File: src/hashed_pixel_noise_generator_macros.svh
// Assertion macros shared by the hashed pixel noise generator sources.
// Included by the modules that carry concurrent checks; no other dependencies.
`ifndef HASHED_PIXEL_NOISE_GENERATOR_MACROS_SVH
`define HASHED_PIXEL_NOISE_GENERATOR_MACROS_SVH

// Same-cycle implication, disabled while reset is asserted.
`define HPN_ASSERT_IMP(name, clk, rst_n, pre, post) \
  name: assert property (@(posedge clk) disable iff (!rst_n) (pre) |-> (post)) \
    else $error("hpn assertion failed");

// Next-cycle implication, disabled while reset is asserted.
`define HPN_ASSERT_NXT(name, clk, rst_n, pre, post) \
  name: assert property (@(posedge clk) disable iff (!rst_n) (pre) |=> (post)) \
    else $error("hpn assertion failed");

`endif

File: src/hpn_pkg.sv
// Shared types, constants and hash helper functions of the noise generator.
// No dependencies; imported by every module of the block.
`timescale 1ns / 1ps

package hpn_pkg;

  // Register indexes on the configuration port.
  typedef enum logic [2:0] {
    REG_NOISE_LEVEL   = 3'd0,
    REG_NOISE_MEAN    = 3'd1,
    REG_FRAME_SEED    = 3'd2,
    REG_CHANNEL_COUNT = 3'd3,
    REG_DEPTH_MODE    = 3'd4
  } cfg_idx_t;

  localparam logic [31:0] HASH_XOR  = 32'd61;
  localparam logic [31:0] HASH_MULT = 32'h27d4eb2d;

  localparam logic [19:0] LEVEL_RESET = 20'd32768;
  localparam logic [18:0] MEAN_RESET  = 19'd32768;
  localparam logic [2:0]  COUNT_RESET = 3'd4;

  localparam logic [15:0] FS_8BIT  = 16'h00FF;
  localparam logic [15:0] FS_16BIT = 16'hFFFF;

  localparam int NUM_CHAN = 4;

  // Pipeline stages: two shared seed stages, three lane stages, output register.
  localparam int STAGES = 6;
  localparam int ST_A   = 0;
  localparam int ST_B   = 1;
  localparam int ST_C   = 2;
  localparam int ST_D   = 3;
  localparam int ST_E   = 4;
  localparam int ST_O   = 5;

  typedef struct packed {
    logic [STAGES-1:0] en;
    logic [STAGES-1:0] valid;
  } pipe_ctrl_t;

  // Part of the integer mix that comes before the multiply.
  function automatic logic [31:0] mix_pre(input logic [31:0] a);
    logic [31:0] t;
    t = (a ^ HASH_XOR) ^ (a >> 16);
    t = t + (t << 3);
    t = t ^ (t >> 4);
    return t;
  endfunction

  // Part of the integer mix that follows the multiply.
  function automatic logic [31:0] mix_post(input logic [31:0] a);
    return a ^ (a >> 15);
  endfunction

endpackage

File: src/hpn_seed_hash.sv
// Shared front stages: hashes the frame seed with the pixel column, then the row.
// Depends on hpn_pkg for the mix helpers and the pipeline control struct.
`timescale 1ns / 1ps

module hpn_seed_hash (
  input  logic                clk,
  input  hpn_pkg::pipe_ctrl_t ctrl,
  input  logic [31:0]         frame_seed,
  input  logic signed [15:0]  pixel_x,
  input  logic signed [15:0]  pixel_y,
  output logic [31:0]         row_prod
);
  import hpn_pkg::*;

  logic [31:0] col_prod_r;
  logic [15:0] y_r;
  logic [31:0] row_prod_r;
  logic [31:0] x_ext;
  logic [31:0] y_ext;

  assign x_ext = {{16{pixel_x[15]}}, pixel_x};
  assign y_ext = {{16{y_r[15]}}, y_r};

  // Each stage ends on the multiply; the tail of that mix runs in the next stage.
  always_ff @(posedge clk) begin
    if (ctrl.en[ST_A]) begin
      col_prod_r <= mix_pre(frame_seed ^ x_ext) * HASH_MULT;
      y_r        <= pixel_y;
    end
    if (ctrl.en[ST_B]) begin
      row_prod_r <= mix_pre(mix_post(col_prod_r) ^ y_ext) * HASH_MULT;
    end
  end

  assign row_prod = row_prod_r;

endmodule

File: config.mk
export PLATFORM = sky130hd
export DESIGN_NAME = hpn_seed_hash
export DESIGN_NICKNAME = d
export VERILOG_FILES = /design/src/hashed_pixel_noise_generator_macros.svh /design/src/hpn_pkg.sv /design/src/hpn_seed_hash.sv
export SDC_FILE = /design/constraint.sdc
export NUM_CORES = 1
export LEC_CHECK = 0
export BUFFER_PORTS_ARGS = -buffer_cell sky130_fd_sc_hd__buf_2
export CAP_MARGIN = 20
export CORE_UTILIZATION = 45
export DETAILED_ROUTE_END_ITERATION = 16
export GPL_TIMING_DRIVEN = 0
export PLACE_DENSITY = 0.64
export SYNTH_ARGS = -nofsm -noshare
export SYNTH_HDL_FRONTEND = slang
export SYNTH_SLANG_ARGS = --single-unit
export TNS_END_PERCENT = 100
File: constraint.sdc
create_clock -name clk -period 12.1 [get_ports clk]
set_input_delay 1.21 -clock clk [delete_from_list [all_inputs] [get_ports clk]]
set_output_delay 1.21 -clock clk [all_outputs]
set_load 0.05 [all_outputs]
Word-level counts from Yosys, hierarchy flattened
Cells that the tools add are included.

$mul: 2. Bitwise gates (word level): 9. Add/subtract/negate cells: 2.

Operators by type and width (number): $add A32 B32 Y32 (2); $mul A32 B30 Y32 const B (2); $xor A32 B16 Y32 (2); $xor A32 B28 Y32 (2); $xor A32 B32 Y32 (2); $xor A32 B17 Y32 (1); $not A5 Y5 (2).

Input bits: 77. Flip-flop bits (word level): 80. Output and inout bits: 32. Word-level logic and storage cells: 16.

Logic depth before layout (Yosys ltp)
Depth after elaboration: 7. Gate-level depth with buffers: 46. Mapped depth without buffers: 45.

Least setup slack after synthesis
No wires, ideal clock.

Kind: in2reg. Start point: input pixel_x[15]. End point: register col_prod_r[31] (data pin). Path slack: 0.693 ns. Library setup time: 0.267 ns. Path buffers: 2. Arrival time: 11.141 ns. Data required time: 11.833 ns. Cell stages on the path: 39. Path through: buf_4 buf_1 xor2_1 xor2_1 ha_1 a21o_1 a21o_1 maj3_2 a21oi_2 o21ai_1 a311oi_2 o21ai_0 xor2_1 a211oi_1 ha_1 ha_1 inv_1 fa_1 [3 not listed] fa_1 fa_1 inv_1 fa_1 inv_1 ha_1 a21o_1 a21o_1 a21o_1 a21o_1 a21o_1 o41ai_1 o21ai_0 a21o_1 a21oi_1 xnor2_1 xnor2_1 xnor2_1.

Cells in the longest elaborated chain, start to end: 5.

Ends and longest elaborated chain: start, declared (RTL line hpn_seed_hash.sv:9) `input logic signed [15:0] pixel_x,`; $xor A32 B32 Y32 (RTL line hpn_seed_hash.sv:27) `col_prod_r <= mix_pre(frame_seed ^ x_ext) * HASH_MULT;`; $xor A32 B16 Y32 (RTL line hpn_pkg.sv:45) `t = (a ^ HASH_XOR) ^ (a >> 16);`; $add A32 B32 Y32 (RTL line hpn_pkg.sv:46) `t = t + (t << 3);`; $xor A32 B28 Y32 (RTL line hpn_pkg.sv:47) `t = t ^ (t >> 4);`; $mul A32 B30 Y32 (RTL line hpn_seed_hash.sv:27); end signal, assigned (RTL line hpn_seed_hash.sv:27); end, declared (RTL line hpn_seed_hash.sv:15) `logic [31:0] col_prod_r;`.

Every way passes these cells. A chain may end at the register's enable or synchronous reset.

Final worst setup path
Same ends and word-level chain as after synthesis.

==> out/metrics.cfg <==
[die]
start_util_pct = 45.6
ios = 109
core-area_sq_um = 53900
die_h_um = 236
die_w_um = 236
num_rows = 85
fp.dieArea_sq_um = 55600

[grt]
overflow = 0
grt_max_degree = 49
antenna_found_initial = 0
grt_pass1_vias = 18139
grt_pass1_wl_um = 96100
grtUsageTotal_pct = 22.3

[timing]
fin_ws_ns = 0.193
fin_crit_sh_pct = 98.4
hold_ws_ns = 1.01
rsz0062_at_grt = yes
fmax_ghz = 0.0840
worst_slew_pin_slew_ns = 1.08
setup_viol = 0
drv_slew = 0
setup_tns_ns = 0
hold_viol = 0
period_minus_slack_ns = 11.91
fin_skew_ns = 0.00756
slew_headroom_pct = 27.6

[synth]
netlist_instances = 2423
synth_flop_cell = edfxtp_1
async_reset_ff_share_pct = 0
yosysSeqAreaShare_pct = 9.76
synth.distinct_cells = 73
ys_ff_latch = 80
ys.warnings.count = 0
synth_edf_count = 80
synth.net_count = 3335
yosys.area.top_type = fa_1
syn_area_sq_um = 24600
synth.avg_cell_area_sq_um = 10.2
netlist.area_leader.share_pct = 33.8
synthTopCellsByArea = fa_1 (34%), ha_1 (21%), inv_1 (11%)

[routing]
vias = 16249
routed_wl_um = 58800
drtIter0Drc = 586
drc = 0
via_per_inst = 5.01
post_drt_wl_per_cell_um = 18.1
drtPass1Iterations = 6
detail-route-antenna-nets = 0

[final_layout]
syn_to_final_growth_pct = 7.65
drive_above_1_share_pct = 6.80
diodes = 0
nets = 3452
final_core_util_pct = 49.1

[clock_tree]
cts.sinks = 80
cts_tree = yes
clock-root-buffer = clkbuf_16
cts.path.max_buffers = 2
clk_pin_slew_ns = 0.07
numCtsBuffers = 9
clkLatencyLatePin_ns = 0.37
h-tree-depth = 3

[worst_hold_path]
hp-class = in -> reg

[placed_design]
hpwl_um = 53500
place.gp.congestion = 0.927
dp_slack_ns = -0.836
port_buffers = 97

[flow_run]
maxCapViolations = 0

[setup_path]
end_kind = flop
cp_slowest_stage_delay_ns = 0.54
crit_family = adder cells
path_max_fanout = 6
worst_setup_path_start_kind = primary input
cp_data_arrival_time_ns = 12.01
cp.buffers_inverters = 7
crit_top_cell = xnor2_1
required_ns = 12.21
crit_type = in -> reg
slowest_stage = fa_1

[outcome]
status = finished clean

-- path summary, 6_finish.rpt --
path	start	to	slack, ns	cells after the start
max	pixel_x[15]	col_prod_r[31]	0.19	44
min	pixel_y[12]	y_r[12]	1.01	1
max reg2reg	y_r[15]	row_prod[31]	0.63	40
min reg2reg	y_r[1]	row_prod[1]	1.23	2
-- cell families (layout without fill, tap and decap cells) --
logic type | count (synthesis) | count (layout) | synth area share (%)
buffers and inverters | 712 | 834 | 10.9
adders and majority gates | 841 | 841 | 55.4
and+or+nand+nor | 177 | 177 | 3.44
muxes | 8 | 8 | 0.330
xor gates and xnor gates | 343 | 343 | 13.1
AOI/OAI and AO/OA | 262 | 262 | 7.07
DFF | 80 | 80 | 9.76
-- state kept, by name, summed over array words and instances, names as in the netlist --
signal / cells
col_prod_r: 32
y_r: 16
row_prod: 32
-- placed cells by master (no fill, tap or decap), types with 6 or more instances in the layout --
cell / Yosys / layout
inv_1: 699 / 699
xor2_2: 4 / 12
nand2_1: 34 / 34
o21ai_1: 6 / 6
buf_2: 1 / 98
buf_4: 1 / 8
xnor2_1: 228 / 221
nand3_1: 13 / 13
o21bai_1: 21 / 21
ha_1: 420 / 420
nor3_1: 11 / 11
a211oi_1: 7 / 6
nor2b_1: 8 / 8
a31oi_1: 9 / 9
mux2i_1: 7 / 7
nand2b_1: 10 / 10
xnor3_1: 10 / 10
a21oi_1: 85 / 85
nand4_1: 7 / 7
o21ai_0: 36 / 36
nor2_1: 65 / 65
clkbuf_1: 8 / 8
fa_1: 415 / 415
a21o_1: 42 / 42
and3_1: 10 / 10
xnor2_2: 1 / 8
o21a_1: 14 / 14
edfxtp_1: 80 / 80
xor2_1: 97 / 89
clkbuf_16: 0 / 9
-- per-stage QoR --
step	instance area (sq um)	cells
6_report	26500	3241
5_1_grt	26500	3241
4_1_cts	26400	3239
3_5_place_dp	26100	3223
3_3_place_gp	26000	3216
2_1_floorplan	24600	2423
-- routing by layer --
layer / vias up / track usage [%] / wire, um
met3: 75 / 1.36 / 1040
met1: 8157 / 26.4 / 24200
met2: 243 / 43.0 / 31800
met4: 0 / 6.67 / 1690
met5: - / 0 / 0
li1: 7774 / - / -
-- synthesized netlist by cell type, types with 2 or more instances --
cell type and number:
a21boi_0 2, maj3_2 3, a21o_1 42, edfxtp_1 80, xor2_2 4, nand2_1 34, a21oi_1 85, or2_2 3
or3_1 3, nand4_1 7, and3_1 10, nand2b_1 10, o21ai_1 6, o21bai_1 21, o31ai_1 4, maj3_1 3
a21oi_2 2, o21a_1 14, a31oi_1 9, clkbuf_1 8, xor2_1 97, and4_1 2, a211o_1 4, nor2_1 65
o21ai_2 2, inv_1 699, xnor3_1 10, xnor2_1 228, fa_1 415, ha_1 420, a211oi_1 7, nand3_1 13
mux2i_1 7, nor2b_1 8, nor3_1 11, o41a_1 3, nor4_1 2, o21ai_0 36, a31o_2 2, o31a_1 2
a311oi_1 5, and2_1 4
-- timing repair --
action,CTS,global route
endpoints found under the setup margin,1,2
hold buffers,0,0
resized for setup,5,12
setup buffers,0,2
pin swaps,0,1
-- area by class of cell --
class	count	area, sq um
repair buffers	106	568
clock buffers	9	225
clock inverters	7	77.6
inverters	700	2630
plain buffers	12	61.3
flip-flops and latches	80	2400
multi-input cells	1631	19700
well taps	696	871
fillers	4982	27400
Power is not shown: default switching activity piles up to over one toggle a cycle in this logic, so the estimate is an artifact.
