$ cat src/hashed_pixel_noise_generator_macros.svh
// Assertion macros shared by the hashed pixel noise generator sources.
// Included by the modules that carry concurrent checks; no other dependencies.
`ifndef HASHED_PIXEL_NOISE_GENERATOR_MACROS_SVH
`define HASHED_PIXEL_NOISE_GENERATOR_MACROS_SVH

// Same-cycle implication, disabled while reset is asserted.
`define HPN_ASSERT_IMP(name, clk, rst_n, pre, post) \
  name: assert property (@(posedge clk) disable iff (!rst_n) (pre) |-> (post)) \
    else $error("hpn assertion failed");

// Next-cycle implication, disabled while reset is asserted.
`define HPN_ASSERT_NXT(name, clk, rst_n, pre, post) \
  name: assert property (@(posedge clk) disable iff (!rst_n) (pre) |=> (post)) \
    else $error("hpn assertion failed");

`endif

$ cat src/hpn_pkg.sv
// Shared types, constants and hash helper functions of the noise generator.
// No dependencies; imported by every module of the block.
`timescale 1ns / 1ps

package hpn_pkg;

  // Register indexes on the configuration port.
  typedef enum logic [2:0] {
    REG_NOISE_LEVEL   = 3'd0,
    REG_NOISE_MEAN    = 3'd1,
    REG_FRAME_SEED    = 3'd2,
    REG_CHANNEL_COUNT = 3'd3,
    REG_DEPTH_MODE    = 3'd4
  } cfg_idx_t;

  localparam logic [31:0] HASH_XOR  = 32'd61;
  localparam logic [31:0] HASH_MULT = 32'h27d4eb2d;

  localparam logic [19:0] LEVEL_RESET = 20'd32768;
  localparam logic [18:0] MEAN_RESET  = 19'd32768;
  localparam logic [2:0]  COUNT_RESET = 3'd4;

  localparam logic [15:0] FS_8BIT  = 16'h00FF;
  localparam logic [15:0] FS_16BIT = 16'hFFFF;

  localparam int NUM_CHAN = 4;

  // Pipeline stages: two shared seed stages, three lane stages, output register.
  localparam int STAGES = 6;
  localparam int ST_A   = 0;
  localparam int ST_B   = 1;
  localparam int ST_C   = 2;
  localparam int ST_D   = 3;
  localparam int ST_E   = 4;
  localparam int ST_O   = 5;

  typedef struct packed {
    logic [STAGES-1:0] en;
    logic [STAGES-1:0] valid;
  } pipe_ctrl_t;

  // Part of the integer mix that comes before the multiply.
  function automatic logic [31:0] mix_pre(input logic [31:0] a);
    logic [31:0] t;
    t = (a ^ HASH_XOR) ^ (a >> 16);
    t = t + (t << 3);
    t = t ^ (t >> 4);
    return t;
  endfunction

  // Part of the integer mix that follows the multiply.
  function automatic logic [31:0] mix_post(input logic [31:0] a);
    return a ^ (a >> 15);
  endfunction

endpackage

$ cat src/hpn_lane.sv
// One channel lane: final hash with the channel index, scaling and clamping.
// Depends on hpn_pkg; fed by hpn_seed_hash and read by hpn_merge.
`timescale 1ns / 1ps

module hpn_lane #(
  parameter int LANE_ID = 0
) (
  input  logic                clk,
  input  hpn_pkg::pipe_ctrl_t ctrl,
  input  logic [31:0]         row_prod,
  input  logic [19:0]         scale_hi,
  input  logic [15:0]         scale_lo,
  input  logic [50:0]         center,
  input  logic [18:0]         noise_mean,
  input  logic [15:0]         full_scale,
  output logic [15:0]         code
);
  import hpn_pkg::*;

  logic [31:0] chan_prod_r;
  logic [31:0] hash;
  logic [51:0] prod_hi_r;
  logic [47:0] prod_lo_r;
  logic [53:0] sum_r;
  logic [54:0] diff;
  logic [21:0] quot;

  assign hash = mix_post(chan_prod_r);

  always_ff @(posedge clk) begin
    if (ctrl.en[ST_C]) begin
      chan_prod_r <= mix_pre(mix_post(row_prod) ^ 32'(LANE_ID)) * HASH_MULT;
    end
    if (ctrl.en[ST_D]) begin
      prod_hi_r <= {20'b0, hash} * {32'b0, scale_hi};
      prod_lo_r <= {16'b0, hash} * {32'b0, scale_lo};
    end
    if (ctrl.en[ST_E]) begin
      sum_r <= {2'b0, prod_hi_r} + {22'b0, prod_lo_r[47:16]} + {3'b0, noise_mean, 32'b0};
    end
  end

  // Subtracting the midpoint term centers the hash; clamps to 0 and full_scale.
  always_comb begin
    diff = {1'b0, sum_r} - {4'b0, center};
    quot = diff[53:32];
    if (diff[54]) begin
      code = '0;
    end else if (quot > {6'b0, full_scale}) begin
      code = full_scale;
    end else begin
      code = quot[15:0];
    end
  end

endmodule

$ cat config.mk
export PLATFORM = sky130hd
export DESIGN_NAME = hpn_lane
export DESIGN_NICKNAME = d
export VERILOG_FILES = /design/src/hashed_pixel_noise_generator_macros.svh /design/src/hpn_pkg.sv /design/src/hpn_lane.sv
export SDC_FILE = /design/constraint.sdc
export NUM_CORES = 2
export LEC_CHECK = 0
export ABC_AREA = 1
export BUFFER_PORTS_ARGS = -buffer_cell sky130_fd_sc_hd__buf_4
export CORE_MARGIN = 5
export CORE_UTILIZATION = 57
export CTS_CLUSTER_DIAMETER = 100
export DETAILED_ROUTE_END_ITERATION = 7
export GPL_ROUTABILITY_DRIVEN = 0
export PLACE_DENSITY = 0.74
export SKIP_LAST_GASP = 1
export SYNTH_ARGS = -nofsm -noshare
export SYNTH_HDL_FRONTEND = slang
export SYNTH_SLANG_ARGS = --single-unit
$ cat constraint.sdc
create_clock -name clk -period 23.1 [get_ports clk]
set_input_delay 4.62 -clock clk [delete_from_list [all_inputs] [get_ports clk]]
set_output_delay 4.62 -clock clk [all_outputs]
set_load 0.005 [all_outputs]
After elaboration in Yosys (flattened, before gate mapping)
Index checks and enable logic that the tools add are counted.

cells by class
  $lt $le $gt $ge = 1
  bitwise logic cells = 5
  multiplexer cells = 2
  $mul = 3
  $add $sub $neg = 4

operator list
  operator                                                               count
  32-bit by 17-bit XOR with 32-bit output                                2
  54-bit by 51-bit subtractor with 55-bit output                         1
  53-bit by 51-bit adder with 54-bit output                              1
  52-bit by 32-bit adder with 53-bit output                              1
  32-bit by 20-bit multiplier with 52-bit output                         1
  32-bit by 16-bit multiplier with 48-bit output                         1
  32-bit adder                                                           1
  32-bit by 30-bit multiplier with 32-bit output, second input constant  1
  16-bit two-way mux                                                     2
  32-bit by 16-bit XOR with 32-bit output                                1
  32-bit by 28-bit XOR with 32-bit output                                1
  22-bit by 16-bit > comparator with 1-bit output                        1
  5-bit NOT                                                              1

storage, ports and cells
  input bits = 167
  word-level logic and storage cells = 19
  bits in registers = 186
  output and inout port bits = 16

Depth between registers and ports, before layout
  depth after elaboration = 6
  mapped depth = 48

Worst setup path after synthesis
No wires, ideal clock.

  path kind = input-to-output
  start = input port center[16]
  end = output port code[10]
  arrival = 8.005 ns
  setup slack = 10.475 ns
  data required time = 18.480 ns
  buffers on the path = 1
  stages = 27
  cells stage by stage = inv_1 > ha_1 > nand2_1 > inv_1 > nand3_1 > nor3_1 > nand3_1 > o2111ai_1 > nand2_1 > nand2_1 > nand2_1 > nand3_1 > nand2_1 > nand2_1 > a31oi_1 > xnor2_1 > ha_1 > nand2_1 > or4_1 > o32ai_1 > nand3_1 > nor3_1 > nand3_2 > buf_4 > nand2_1 > nand2_1 > nor2_1

between the ends
  word-level cells in the longest chain between the ends = 4

ends and longest elaborated chain
  what                                              RTL line        source
  start: declaration                                hpn_lane.sv:13  input logic [50:0] center,
  54-bit by 51-bit subtractor with 55-bit output *  hpn_lane.sv:45  diff = {1'b0, sum_r} - {4'b0, center};
  22-bit by 16-bit > comparator with 1-bit output   hpn_lane.sv:49  end else if (quot > {6'b0, full_scale}) begin
  16-bit two-way mux                                hpn_lane.sv:49
  16-bit two-way mux *                              hpn_lane.sv:47  if (diff[54]) begin
  end: declaration                                  hpn_lane.sv:16  output logic [15:0] code

Every way passes the cells marked *; elsewhere a longest branch is shown, timed or not.

Worst setup path in the final report
  start = input port center[16]
  end = output port code[9]

Same word-level chain as after synthesis.

==> results.sh <==
export IMPL_reg2reg_slack_ns=13.77
export IMPL_drc=0
export IMPL_rows=117
export IMPL_rsz0062_at_grt="false"
export IMPL_drtPass1Iterations=6
export IMPL_synth_cells=7179
export IMPL_finalClockSkew_ns=0.02508
export IMPL_dieArea_um2=109800
export IMPL_yosysSeqAreaShare_pct=8.620
export IMPL_worst_slack_ns=9.222
export IMPL_rr_worst_depth=29
export IMPL_clk_pin_slew_ns=0.08
export IMPL_use_met3_pct=6.406
export IMPL_cp_slowest_cell="or4_1"
export IMPL_finalCriticalPeriod_ns=13.88
export IMPL_mostFrequentLayoutCells="inv_1, nand2_1, fa_1"
export IMPL_wl_per_cell_um=18.89
export IMPL_hold_class="reg2reg"
export IMPL_start_util_pct=57.62
export IMPL_rr_startpoint="chan_prod_r[31]$_DFFE_PP_"
export IMPL_die_height_um=331.4
export IMPL_syn_avg_cell_area_um2=8.201
export IMPL_status="finished, final reports clean"
export IMPL_wl_mm=161.9
export IMPL_r2r_end="prod_hi_r[50]$_DFFE_PP_"
export IMPL_fp_coreArea_um2=102200
export IMPL_die_x_um=331.4
export IMPL_hpwl_mm=132.1
export IMPL_worst_path_max_fanout=32
export IMPL_nets=9113
export IMPL_clockBufferDepth=2
export IMPL_path_common_cell="nand2_1"
export IMPL_drive_gt1_share_pct=5.293
export IMPL_hold_viol_final=0
export IMPL_cp_num_buf_inv=4
export IMPL_gr_usage_all_layers_pct=29.72
export IMPL_holdPathStages=1
export IMPL_place_area_um2=61320
export IMPL_ios=183
export IMPL_finalCritPeriodShare_pct=60.08
export IMPL_fmaxAchievable_ghz=0.07206
export IMPL_drtIter0Drc=3770
export IMPL_synth_warnings=0
export IMPL_vias=47630
export IMPL_grt_overflow_total=0
export IMPL_worstHoldEndpoint="sum_r[0]$_DFFE_PP_"
export IMPL_clock_sinks=169
export IMPL_cp_end_kind="output pin"
export IMPL_cts_htree_levels=4
export IMPL_syn2layout_area_growth_pct=5.103
export IMPL_max_stage_delay_ns=0.52
export IMPL_slew_headroom_pct=15.78
export IMPL_cts_buffers=17
export IMPL_grt_pass1_vias=49810
export IMPL_path_class="in2out"
export IMPL_postCtsResizedCells=0
export IMPL_antenna_found_initial=8
export IMPL_dp_worst_setup_slack_ns=8.940
export IMPL_drv_slew=0
export IMPL_cts_root_buf="clkbuf_16"
export IMPL_met1_usage_pct=38.21
export IMPL_synthesis_nets=9107
export IMPL_ys_types=61
export IMPL_syn_area_um2=58870
export IMPL_cts_tree="yes"
export IMPL_final_util_pct=60.56
export IMPL_post_cts_buffers=0
export IMPL_critical_path_top_delay_family="simple AND/OR/NAND/NOR gates"
export IMPL_viasPerCell=5.555
export IMPL_hold_start="prod_hi_r[0]$_DFFE_PP_"
export IMPL_top_usage_layer="met2"
export IMPL_critPathLaunchType="input port"
export IMPL_worst_pin_slew_ns=1.255
export IMPL_ys_ff_latch=169
export IMPL_grtUsageMet2_pct=48.71
export IMPL_port_buffers=173
export IMPL_hold_buffers=0
export IMPL_layout_commonest_cell="inv_1"
export IMPL_insertion_delay_ns=0.50
export IMPL_grt_max_degree=68
export IMPL_crit_arrival_ns=9.26
export IMPL_cap_violations=0
export IMPL_cp_data_required_time_ns=18.48
export IMPL_final_antenna_net_count=0
export IMPL_setup_tns_ns=0
export IMPL_grt_pass1_wl_mm=262.2
export IMPL_final_area_um2=61880
export IMPL_finalSetupViolations=0
==> metrics by stage <==
stage,cells,hold slack [ns]
floorplan,7179,0.5128
global placement,8534,0.5334
detailed placement,8534,0.5399
CTS,8566,0.5765
global route,8570,0.5973
finish,8573,0.5710
==> kinds of logic after synthesis <==
| group | after synthesis | synth area share, % |
|---|---|---|
| AOI/OAI and AO/OA | 654 | 6.382 |
| buffers and inverters | 2059 | 13.16 |
| and+or+nand+nor | 2271 | 15.58 |
| adders and majority gates | 1761 | 52.18 |
| DFF | 169 | 8.620 |
| xor gates and xnor gates | 265 | 4.074 |
==> cells in the mapped netlist, drive strengths merged <==
library cell  number  area [um^2]
clkinv             7        26.28
nand3b             9        67.56
a211oi             4        30.03
xor2             162         1456
a21o              17        127.6
a31oi             66        412.9
nor2             475         1821
o31ai             13        97.59
nor4              10        68.81
a221oi             5        43.79
or2               18        112.6
and2               1        6.260
o311ai             2        17.52
nor3b              1        7.510
o221ai            12        105.1
ha               604         7557
fa              1157        23160
o21bai            12        93.84
a41oi              1        8.760
a21oi            322         1634
xnor2            102        919.6
buf               54        220.2
o221a              3        33.78
clkbuf           172        646.9
xnor3              1        22.52
o2111ai            6        52.55
nor3              31        155.2
o21a              24        180.2
nand3            114        635.6
inv             1826         6854
nand2           1577         6080
o31a               1        8.760
a311o              1        10.01
o21ai            145        744.5
nand4             29        181.4
or4                1        7.510
edfxtp           169         5075
and3               5        31.28
o32ai              1        8.760
a21boi             9        67.56
o211ai            10        80.07
==> how the worst max path moves through the flow <==
stage / end / depth (start not counted) / from
final: code[9] / 28 / center[16]
after global routing: code[3] / 28 / center[16]
after CTS: code[9] / 25 / center[1]
after detailed placement: chan_prod_r[31]$_DFFE_PP_ / 33 / row_prod[16]
after global placement: chan_prod_r[31]$_DFFE_PP_ / 33 / row_prod[16]
after floorplan: code[10] / 27 / center[16]
==> worst reg2reg max path, delay by kind of cell (launching register included) <==
family | cells | cell delay, ns
adders and majority gates | 8 | 3.73
buffers and inverters | 8 | 1.83
AOI/OAI and AO/OA | 8 | 1.73
and+or+nand+nor | 4 | 1.24
DFF | 1 | 0.36
xor gates and xnor gates | 1 | 0.23
==> sequential cells by signal (all words and copies together) (netlist names) <==
name	cells
chan_prod_r	32
prod_hi_r	52
prod_lo_r	32
sum_r	53
==> layout make-up <==
| class | instances | area (um^2) |
|---|---|---|
| Multi-Input combinational cell | 4951 | 46050 |
| Fill cell | 8946 | 40300 |
| Inverter | 1833 | 6880 |
| Sequential cell | 169 | 5075 |
| Tap cell | 1368 | 1712 |
| Timing Repair Buffer | 213 | 1599 |
| Clock buffer | 18 | 429.2 |
| Clock inverter | 14 | 113.9 |
| Antenna cell | 7 | 17.52 |
==> per-layer routing <==
metal | vias to the layer above | part of all wire (%)
li1 | 21460 | -
met1 | 23620 | 39
met2 | 2097 | 47
met3 | 447 | 9.1
met4 | 4 | 5.3
met5 | - | 0.015
Power is left out: the tool's default activity adds up to more than one toggle a clock period on the data nets, which glitch-free logic cannot reach.
