File: src/hashed_pixel_noise_generator_macros.svh
// Assertion macros shared by the hashed pixel noise generator sources.
// Included by the modules that carry concurrent checks; no other dependencies.
`ifndef HASHED_PIXEL_NOISE_GENERATOR_MACROS_SVH
`define HASHED_PIXEL_NOISE_GENERATOR_MACROS_SVH

// Same-cycle implication, disabled while reset is asserted.
`define HPN_ASSERT_IMP(name, clk, rst_n, pre, post) \
  name: assert property (@(posedge clk) disable iff (!rst_n) (pre) |-> (post)) \
    else $error("hpn assertion failed");

// Next-cycle implication, disabled while reset is asserted.
`define HPN_ASSERT_NXT(name, clk, rst_n, pre, post) \
  name: assert property (@(posedge clk) disable iff (!rst_n) (pre) |=> (post)) \
    else $error("hpn assertion failed");

`endif

File: src/hpn_pkg.sv
// Shared types, constants and hash helper functions of the noise generator.
// No dependencies; imported by every module of the block.
`timescale 1ns / 1ps

package hpn_pkg;

  // Register indexes on the configuration port.
  typedef enum logic [2:0] {
    REG_NOISE_LEVEL   = 3'd0,
    REG_NOISE_MEAN    = 3'd1,
    REG_FRAME_SEED    = 3'd2,
    REG_CHANNEL_COUNT = 3'd3,
    REG_DEPTH_MODE    = 3'd4
  } cfg_idx_t;

  localparam logic [31:0] HASH_XOR  = 32'd61;
  localparam logic [31:0] HASH_MULT = 32'h27d4eb2d;

  localparam logic [19:0] LEVEL_RESET = 20'd32768;
  localparam logic [18:0] MEAN_RESET  = 19'd32768;
  localparam logic [2:0]  COUNT_RESET = 3'd4;

  localparam logic [15:0] FS_8BIT  = 16'h00FF;
  localparam logic [15:0] FS_16BIT = 16'hFFFF;

  localparam int NUM_CHAN = 4;

  // Pipeline stages: two shared seed stages, three lane stages, output register.
  localparam int STAGES = 6;
  localparam int ST_A   = 0;
  localparam int ST_B   = 1;
  localparam int ST_C   = 2;
  localparam int ST_D   = 3;
  localparam int ST_E   = 4;
  localparam int ST_O   = 5;

  typedef struct packed {
    logic [STAGES-1:0] en;
    logic [STAGES-1:0] valid;
  } pipe_ctrl_t;

  // Part of the integer mix that comes before the multiply.
  function automatic logic [31:0] mix_pre(input logic [31:0] a);
    logic [31:0] t;
    t = (a ^ HASH_XOR) ^ (a >> 16);
    t = t + (t << 3);
    t = t ^ (t >> 4);
    return t;
  endfunction

  // Part of the integer mix that follows the multiply.
  function automatic logic [31:0] mix_post(input logic [31:0] a);
    return a ^ (a >> 15);
  endfunction

endpackage

File: src/hpn_ctrl.sv
// Valid bits and stage enables of the noise pipeline, with bubble collapsing.
// Depends on hpn_pkg and the assertion macro header.
`timescale 1ns / 1ps
`include "hashed_pixel_noise_generator_macros.svh"

module hpn_ctrl (
  input  logic               clk,
  input  logic               rst_n,
  input  logic               in_valid,
  input  logic               out_ready,
  output logic               in_ready,
  output hpn_pkg::pipe_ctrl_t ctrl
);
  import hpn_pkg::*;

  logic [STAGES-1:0] valid_r;
  logic [STAGES-1:0] valid_nxt;
  logic [STAGES-1:0] en;

  // A stage may load when it is empty or its content moves on this cycle.
  always_comb begin
    en[ST_O] = !valid_r[ST_O] || out_ready;
    for (int k = STAGES - 2; k >= 0; k--) begin
      en[k] = !valid_r[k] || en[k+1];
    end
    valid_nxt = valid_r;
    if (en[0]) begin
      valid_nxt[0] = in_valid;
    end
    for (int k = 1; k < STAGES; k++) begin
      if (en[k]) begin
        valid_nxt[k] = valid_r[k-1];
      end
    end
  end

  always_ff @(posedge clk) begin
    if (!rst_n) begin
      valid_r <= '0;
    end else begin
      valid_r <= valid_nxt;
    end
  end

  assign in_ready   = en[0];
  assign ctrl.en    = en;
  assign ctrl.valid = valid_r;

  // Input is refused only when every stage holds a beat.
  `HPN_ASSERT_IMP(a_full_when_blocked, clk, rst_n, !in_ready, &valid_r)
  // A beat leaving the last lane stage lands in the output register.
  `HPN_ASSERT_NXT(a_last_to_out, clk, rst_n, valid_r[ST_E] && en[ST_O], valid_r[ST_O])
  // The output only becomes valid from a beat held in the last lane stage.
  `HPN_ASSERT_IMP(a_out_source, clk, rst_n, $rose(valid_r[ST_O]), $past(valid_r[ST_E]))

endmodule

File: config.mk
export PLATFORM = sky130hd
export DESIGN_NAME = hpn_ctrl
export DESIGN_NICKNAME = d
export VERILOG_FILES = /design/src/hpn_pkg.sv /design/src/hpn_ctrl.sv
export VERILOG_INCLUDE_DIRS = /design/src /design/src/src
export SDC_FILE = /design/constraint.sdc
export NUM_CORES = 1
export LEC_CHECK = 0
export ABC_AREA = 1
export BUFFER_PORTS_ARGS = -buffer_cell sky130_fd_sc_hd__buf_2
export CORE_AREA = 2 2 39 41
export CTS_CLUSTER_DIAMETER = 50
export DETAILED_ROUTE_END_ITERATION = 8
export DIE_AREA = 0 0 41 43
export SLEW_MARGIN = 20
export SYNTH_ARGS = -nofsm -noshare
export SYNTH_HDL_FRONTEND = slang
export SYNTH_SLANG_ARGS = --single-unit
File: constraint.sdc
create_clock -name clk -period 0.8 [get_ports clk]
set_input_delay 0.04 -clock clk [delete_from_list [all_inputs] [get_ports clk]]
set_output_delay 0.04 -clock clk [all_outputs]
set_load 0.005 [all_outputs]
Yosys cells after proc, flatten, opt, wreduce, memory -nomap -nowiden
Index checks and enable logic that the tools add are counted.
{ "totals": {"ramBits": 0, "out_inout_bits": 13, "latchBits": 0, "wordCells": 18, "ff_bits": 6, "mem_count": 0, "rom_bits": 0} }
{ "op_classes": {"n_lt_le_gt_ge": 0, "mul": 0, "reduce_logical": 12, "eq_ne": 0, "bitwise": 0, "shift": 0, "mux": 0, "addsub": 0, "n_div": 0} }
{ "op_table": {"columns": ["operator", "count"], "rows": [
  ["$logic_not 1->1", 6],
  ["$logic_or 1x1->1", 6]
]} }

Logic depth before layout (Yosys ltp)
Gate-level depths: netlist of run 1.
{ "depth": {"depth_word": 7, "mapped_depth": 5} }

Worst setup path after synthesis of run 1
Ideal clock, no wire load.
{ "synth_path": {"kind": "reg2out", "startpoint": "register valid_r[4]", "endpoint": "output ctrl[6] (netlist bit)", "arrival_ns": 0.899, "slack_ns": -0.139, "path_stages_with_launch": 5, "required_time_ns": 0.760, "cell_sequence": "dfxtp_1 nand3_4 nor2_8 nand4_4 buf_4"} }
{ "synth_lines": {"columns": ["item", "line_no", "source"], "rows": [
  ["start: declaration", "hpn_ctrl.sv:16", "logic [STAGES-1:0] valid_r;"],
  ["start signal: assignment", "hpn_ctrl.sv:41", "valid_r <= valid_nxt;"],
  ["end: declaration", "hpn_ctrl.sv:12", "output hpn_pkg::pipe_ctrl_t ctrl"]
]} }

==> impl_metrics.ini, run 1 <==
[timing]
fin_crit_ns = 1.11
worst_slew_pin_slew_ns = 0.230
rsz0062_at_grt = yes
slew_headroom = 0.847
setup_viol = 14
finalCritPeriodShare = 1.38
fmax_ghz = 0.903
final_max_slew_viol_count = 0
worst_slack_ns = -0.308
hold_viol_final = 0
skew_ns = 0.00112

[run_status]
status = complete, but fails checks
violations = negative setup slack

[power]
cellPowerDensity_nw_per_um2 = 1240
leakagePower_uw = 0.000243
p_total_uw = 639
peakVddDrop_mv = 1.03

[floorplan]
die_height_um = 43
core_area_sq_um = 1380
die_x_um = 41
fp-row-count = 14
start_util = 0.200
ioPinCount = 17
die-area_sq_um = 1760

[placement]
placed_cells = 62
hpwl_um = 425
port-buffer-count = 16
gp_congestion = 0.619
placed_area_sq_um = 402

[cts]
numCtsBuffers = 3
clk_pin_slew_worst_paths_ns = 0.04
cts_buffer_depth = 2
ctsHoldBuffers = 0
htreeDepth = 1
cts_tree = built
root_buffer = clkbuf_4
clk_latency_ns = 0.24
cts_num_sinks = 6

[critical_path]
r2r-end = valid_r[0]$_SDFFE_PN0P_
critical_path_class = reg2out
cp_cell_sequence = nand3_4, nor2_8, nand4_4, buf_2
cp-start-kind = flop
required_ns = 0.76
ff2ff_setup_slack_ns = -0.19
path_buf_inv = 1
crit_family = flip-flops
crit_path_max_fanout = 5
r2r_start = valid_r[4]$_SDFFE_PN0P_
crit_path_max_incr_delay_ns = 0.34
end_kind = primary output
critPathArrivalTime_ns = 1.07
cp_slowest_cell = dfxtp_2
crit_start = valid_r[4]$_SDFFE_PN0P_
worst-r2r-cell-count = 5

[final_layout]
final_cell_mix = 11 x buf_2, 8 x buf_6, 6 x inv_1
finalInstanceArea_sq_um = 517
fin_nets = 58
syn2layout_area_growth_pct = 86.9
top_register = valid_r
largest_reg_flops = 6
antenna_cells = 0
reg_top3 = valid_r: 6 flops
fin_util = 0.373
stdcell_count = 68
drive_gt1_frac = 0.827
fillers = 145
final_common_cell = buf_2

[detailed_routing]
routed_wl_um = 577
dr.first_iter.drc_count = 2
ant_nets = 0
via_per_inst = 4.00
first_pass_iters = 2
dr_total_vias = 272
wl_per_cell_um = 8.49
drc = 0

[grt]
grt-ovfl-total = 0
grt_pass1_wl_um = 966
grt_use_total = 0.0917
antenna_found_initial = 0
grt_pass1_vias = 235
grt_max_degree = 6

[synthesis]
yosysTopAreaCellShare = 0.434
syn_inst = 27
yosysWarnings = 0
synth.distinct_cells = 13
synth_seq_cells = 6
ys_top_cells_by_area = dfxtp_1 43%, inv_1 9.5%, nand4_4 7.7%, nor2_8 7.2%, a21oi_2 6.3%
synthesis.nets = 31
synthesis.area_sq_um = 277
seq_area_frac_synth = 0.434
yosysTopAreaCell = dfxtp_1
synth.avg_cell_area_sq_um = 10.2

[hold_path]
min_path_cells = 2
min-delay-start = rst_n
hp-class = in2reg
whs_endpoint = valid_r[3]$_SDFFE_PN0P_

[run]
max_cap_viol_count = 0
-- power breakdown --
part | switching, uW | total (uW) | leakage, uW | internal (uW)
sequential | 12.7 | 316 | 0.0000524 | 303
combinational | 22.4 | 48.5 | 0.000176 | 26.2
clock | 105 | 274 | 0.0000138 | 169
-- layer usage --
layer	routed length [um]	part of all wire	vias to the layer above	global-route usage
met5	0	0	-	0
met4	26	0.045	0	0.100
met3	72	0.12	4	0.0628
met2	236	0.41	17	0.109
met1	242	0.42	116	0.0945
li1	-	-	135	-
-- how the worst max path moves through the flow --
stage	endpoint	cells after the start	slack (ns)
after floorplan	ctrl[6]	4	-0.09
after global placement	ctrl[6]	4	-0.05
after CTS	in_ready	4	-0.32
after global routing	ctrl[6]	4	-0.37
after detailed placement	valid_r[0]$_SDFFE_PN0P_	4	-0.07
final	ctrl[6]	4	-0.31
-- cells by family (layout without fill, tap and decap cells) --
family / after synthesis / after routing / share of synthesized area
and+or+nand+nor: 6 / 6 / 0.285
AOI/OAI and AO/OA: 6 / 6 / 0.145
buffers and inverters: 9 / 34 / 0.136
DFF: 6 / 6 / 0.434
-- area by class of cell --
cell class              count  area, sq um  share of cell area
well taps                  16         20.0              0.0387
repair buffers             23          175               0.339
clock buffers               3         22.5              0.0436
inverters                   8         30.0              0.0581
flip-flops and latches      6          135               0.262
multi-input cells          12          134               0.259
-- metrics by stage --
step,setup TNS (ns),hold slack [ns],setup slack [ns]
6_report,-2.44,0.0216,-0.308
5_1_grt,-3.28,0.0147,-0.372
4_1_cts,-2.40,0.0130,-0.320
3_5_place_dp,-0.346,0.271,-0.0697
3_3_place_gp,-0.270,0.265,-0.0521
2_1_floorplan,-0.278,0.158,-0.0904
-- cell usage after synthesis --
| cell | count |
|---|---|
| a21oi_1 | 3 |
| a21oi_2 | 2 |
| buf_4 | 1 |
| dfxtp_1 | 6 |
| inv_1 | 7 |
| inv_2 | 1 |
| nand2_1 | 1 |
| nand2_2 | 1 |
| nand3_2 | 1 |
| nand3_4 | 1 |
| nand4_4 | 1 |
| nor2_8 | 1 |
| o21a_1 | 1 |
-- timing repair --
item	in CTS	in global routing
hold endpoints to repair	0	0
pin swaps	0	0
buffers inserted	2	1
gates resized for setup	11	8
endpoints found under the setup margin	17	18
No activity file was read; power rests on OpenSTA's default activity.
==> inputs of run 2 (changes only) <==
--- a/config.mk
+++ b/config.mk
@@ -13,4 +13,5 @@
 export DETAILED_ROUTE_END_ITERATION = 8
 export DIE_AREA = 0 0 41 43
+export PLACE_DENSITY = 0.57
 export SLEW_MARGIN = 20
 export SYNTH_ARGS = -nofsm -noshare
==> constraint.sdc (replaced) <==
create_clock -name clk -period 0.8 [get_ports clk]
set_input_delay 0.08 -clock clk [delete_from_list [all_inputs] [get_ports clk]]
set_output_delay 0.08 -clock clk [all_outputs]
set_load 0.005 [all_outputs]
==> run 2 against run 1 <==
The run still ends with negative setup slack left. Register-to-register slack got worse by 0.09 ns. Maximum frequency down 2.9%. Core utilization increased by 1.6 points. Non-clock buffer count increased by 2. Critical path type unchanged. Largest cell class unchanged.
==> impl_metrics.ini, run 2 (synthesis results as in run 1) <==
[run_status]
status = complete, but fails checks
violations = negative setup slack

[placement]
placed_cells = 62
hpwl_um = 448
gp_congestion = 0.615
port-buffer-count = 16

[grt]
antenna_found_initial = 0
grt_pass1_vias = 274
grt_pass1_wl_mm = 1.07
grt-ovfl-total = 0
grt_use_total = 0.0945
grt_max_degree = 6

[detailed_routing]
dr.first_iter.drc_count = 2
wl_met2_um = 282
via_per_inst = 3.83
ant_nets = 0
dr_wl_met3_um = 49
dr_total_vias = 268
routed_wl_um = 638
drc = 0
wl_per_cell_um = 9.11
first_pass_iters = 2
highest_layer = met4
met1_length_um = 300

[cts]
cts_num_sinks = 6
htreeDepth = 1
numCtsBuffers = 3
ctsHoldBuffers = 0
clk_pin_slew_worst_paths_ns = 0.05
root_buffer = clkbuf_4
clk_latency_ns = 0.24
cts_buffer_depth = 2
cts_tree = built

[critical_path]
critPathArrivalTime_ns = 1.06
end_kind = primary output
required_ns = 0.72
worst-r2r-cell-count = 6
critical_path_class = reg2out
cp-start-kind = flop
crit_path_max_fanout = 5
ff2ff_setup_slack_ns = -0.28

[final_layout]
fin_nets = 60
drive_gt1_frac = 0.833
largest_reg_flops = 6
top_register = valid_r
antenna_cells = 0
final_cell_mix = 10 x buf_2, 10 x buf_6, 6 x inv_1
reg_top3 = valid_r: 6 flops
fillers = 146
syn2layout_area_growth_pct = 95.0
stdcell_count = 70
seqCellArea_sq_um = 138
multi_input_area_sq_um = 126

[power]
cellPowerDensity_nw_per_um2 = 1210
peakVddDrop_mv = 0.805
leakagePower_uw = 0.000256
p_total_uw = 652

[timing]
fmax_ghz = 0.877
worst_slew_pin_slew_ns = 0.231
rsz0062_at_grt = yes
worst_slack_ns = -0.340
setup_viol = 15
hold_viol_final = 0
finalCritPeriodShare = 1.43
final_max_slew_viol_count = 0
slew_headroom = 0.846
skew_ns = 0.000752
fin_crit_ns = 1.14

[floorplan]
die_x_um = 41
die-area_sq_um = 1760
fp-row-count = 14
start_util = 0.200
ioPinCount = 17
die_height_um = 43
core_area_sq_um = 1380

[hold_path]
min_path_cells = 2
hp-class = in2reg

[run]
max_cap_viol_count = 0
-- run 2: cell types whose count changed in the layout (fill, tap and decap cells not counted) --
cell / before / now
buf_2: 11 / 10
buf_4: 4 / 5
buf_6: 8 / 10
dfxtp_2: 3 / 2
dfxtp_4: 3 / 4
inv_2: 2 / 1
inv_4: 0 / 1
nand3_2: 0 / 1
nand3_4: 2 / 1
-- run 2: critical path, cell delays in order, from the launching register on --
cell	delay, ns
dfxtp_2	0.34
nand3_4	0.10
nor2_8	0.14
nand4_4	0.09
buf_2	0.14
-- run 2: final timing paths --
path,to,start
worst max-delay path,in_ready,valid_r[4]$_SDFFE_PN0P_
worst min-delay path,valid_r[3]$_SDFFE_PN0P_,rst_n
worst max register to register,valid_r[0]$_SDFFE_PN0P_,valid_r[4]$_SDFFE_PN0P_
worst min register to register,valid_r[1]$_SDFFE_PN0P_,valid_r[0]$_SDFFE_PN0P_
-- run 2: power by group --
part / internal, uW / switching, uW
Sequential: 299 / 12.4
Clock: 170 / 120
Combinational: 28.3 / 21.5
Total: 498 / 154
-- run 2: what timing repair did --
| item | CTS | global route |
|---|---|---|
| setup buffers | 5 | 2 |
| pin swaps | 2 | 3 |
| endpoints found under the setup margin | 17 | 18 |
| resized for setup | 14 | 9 |
-- run 2: final cells by class --
| class | count | area share |
|---|---|---|
| repair buffers | 25 | 0.371 |
| clock buffers | 3 | 0.0418 |
| inverters | 8 | 0.0603 |
| flip-flops and latches | 6 | 0.255 |
| multi-input cells | 12 | 0.234 |
| well taps | 16 | 0.0371 |
-- run 2: routing by layer --
metal | up-vias | global-route usage
met4 | 0 | 0.0800
li1 | 140 | -
met2 | 15 | 0.128
met1 | 111 | 0.113
met3 | 2 | 0.0314
met5 | - | 0
-- run 2: stage by stage --
step	util	setup WS [ns]	TNS [ns]	instance area [sq um]	hold WS (ns)
finish	0.390	-0.340	-2.98	539	0.0541
detailed placement	0.290	-0.112	-0.584	402	0.306
floorplan	-	-0.130	-0.318	279	0.198
CTS	0.369	-0.357	-3.12	510	0.0515
global route	0.390	-0.395	-3.72	539	0.0648
global placement	0.290	-0.109	-0.542	402	0.296
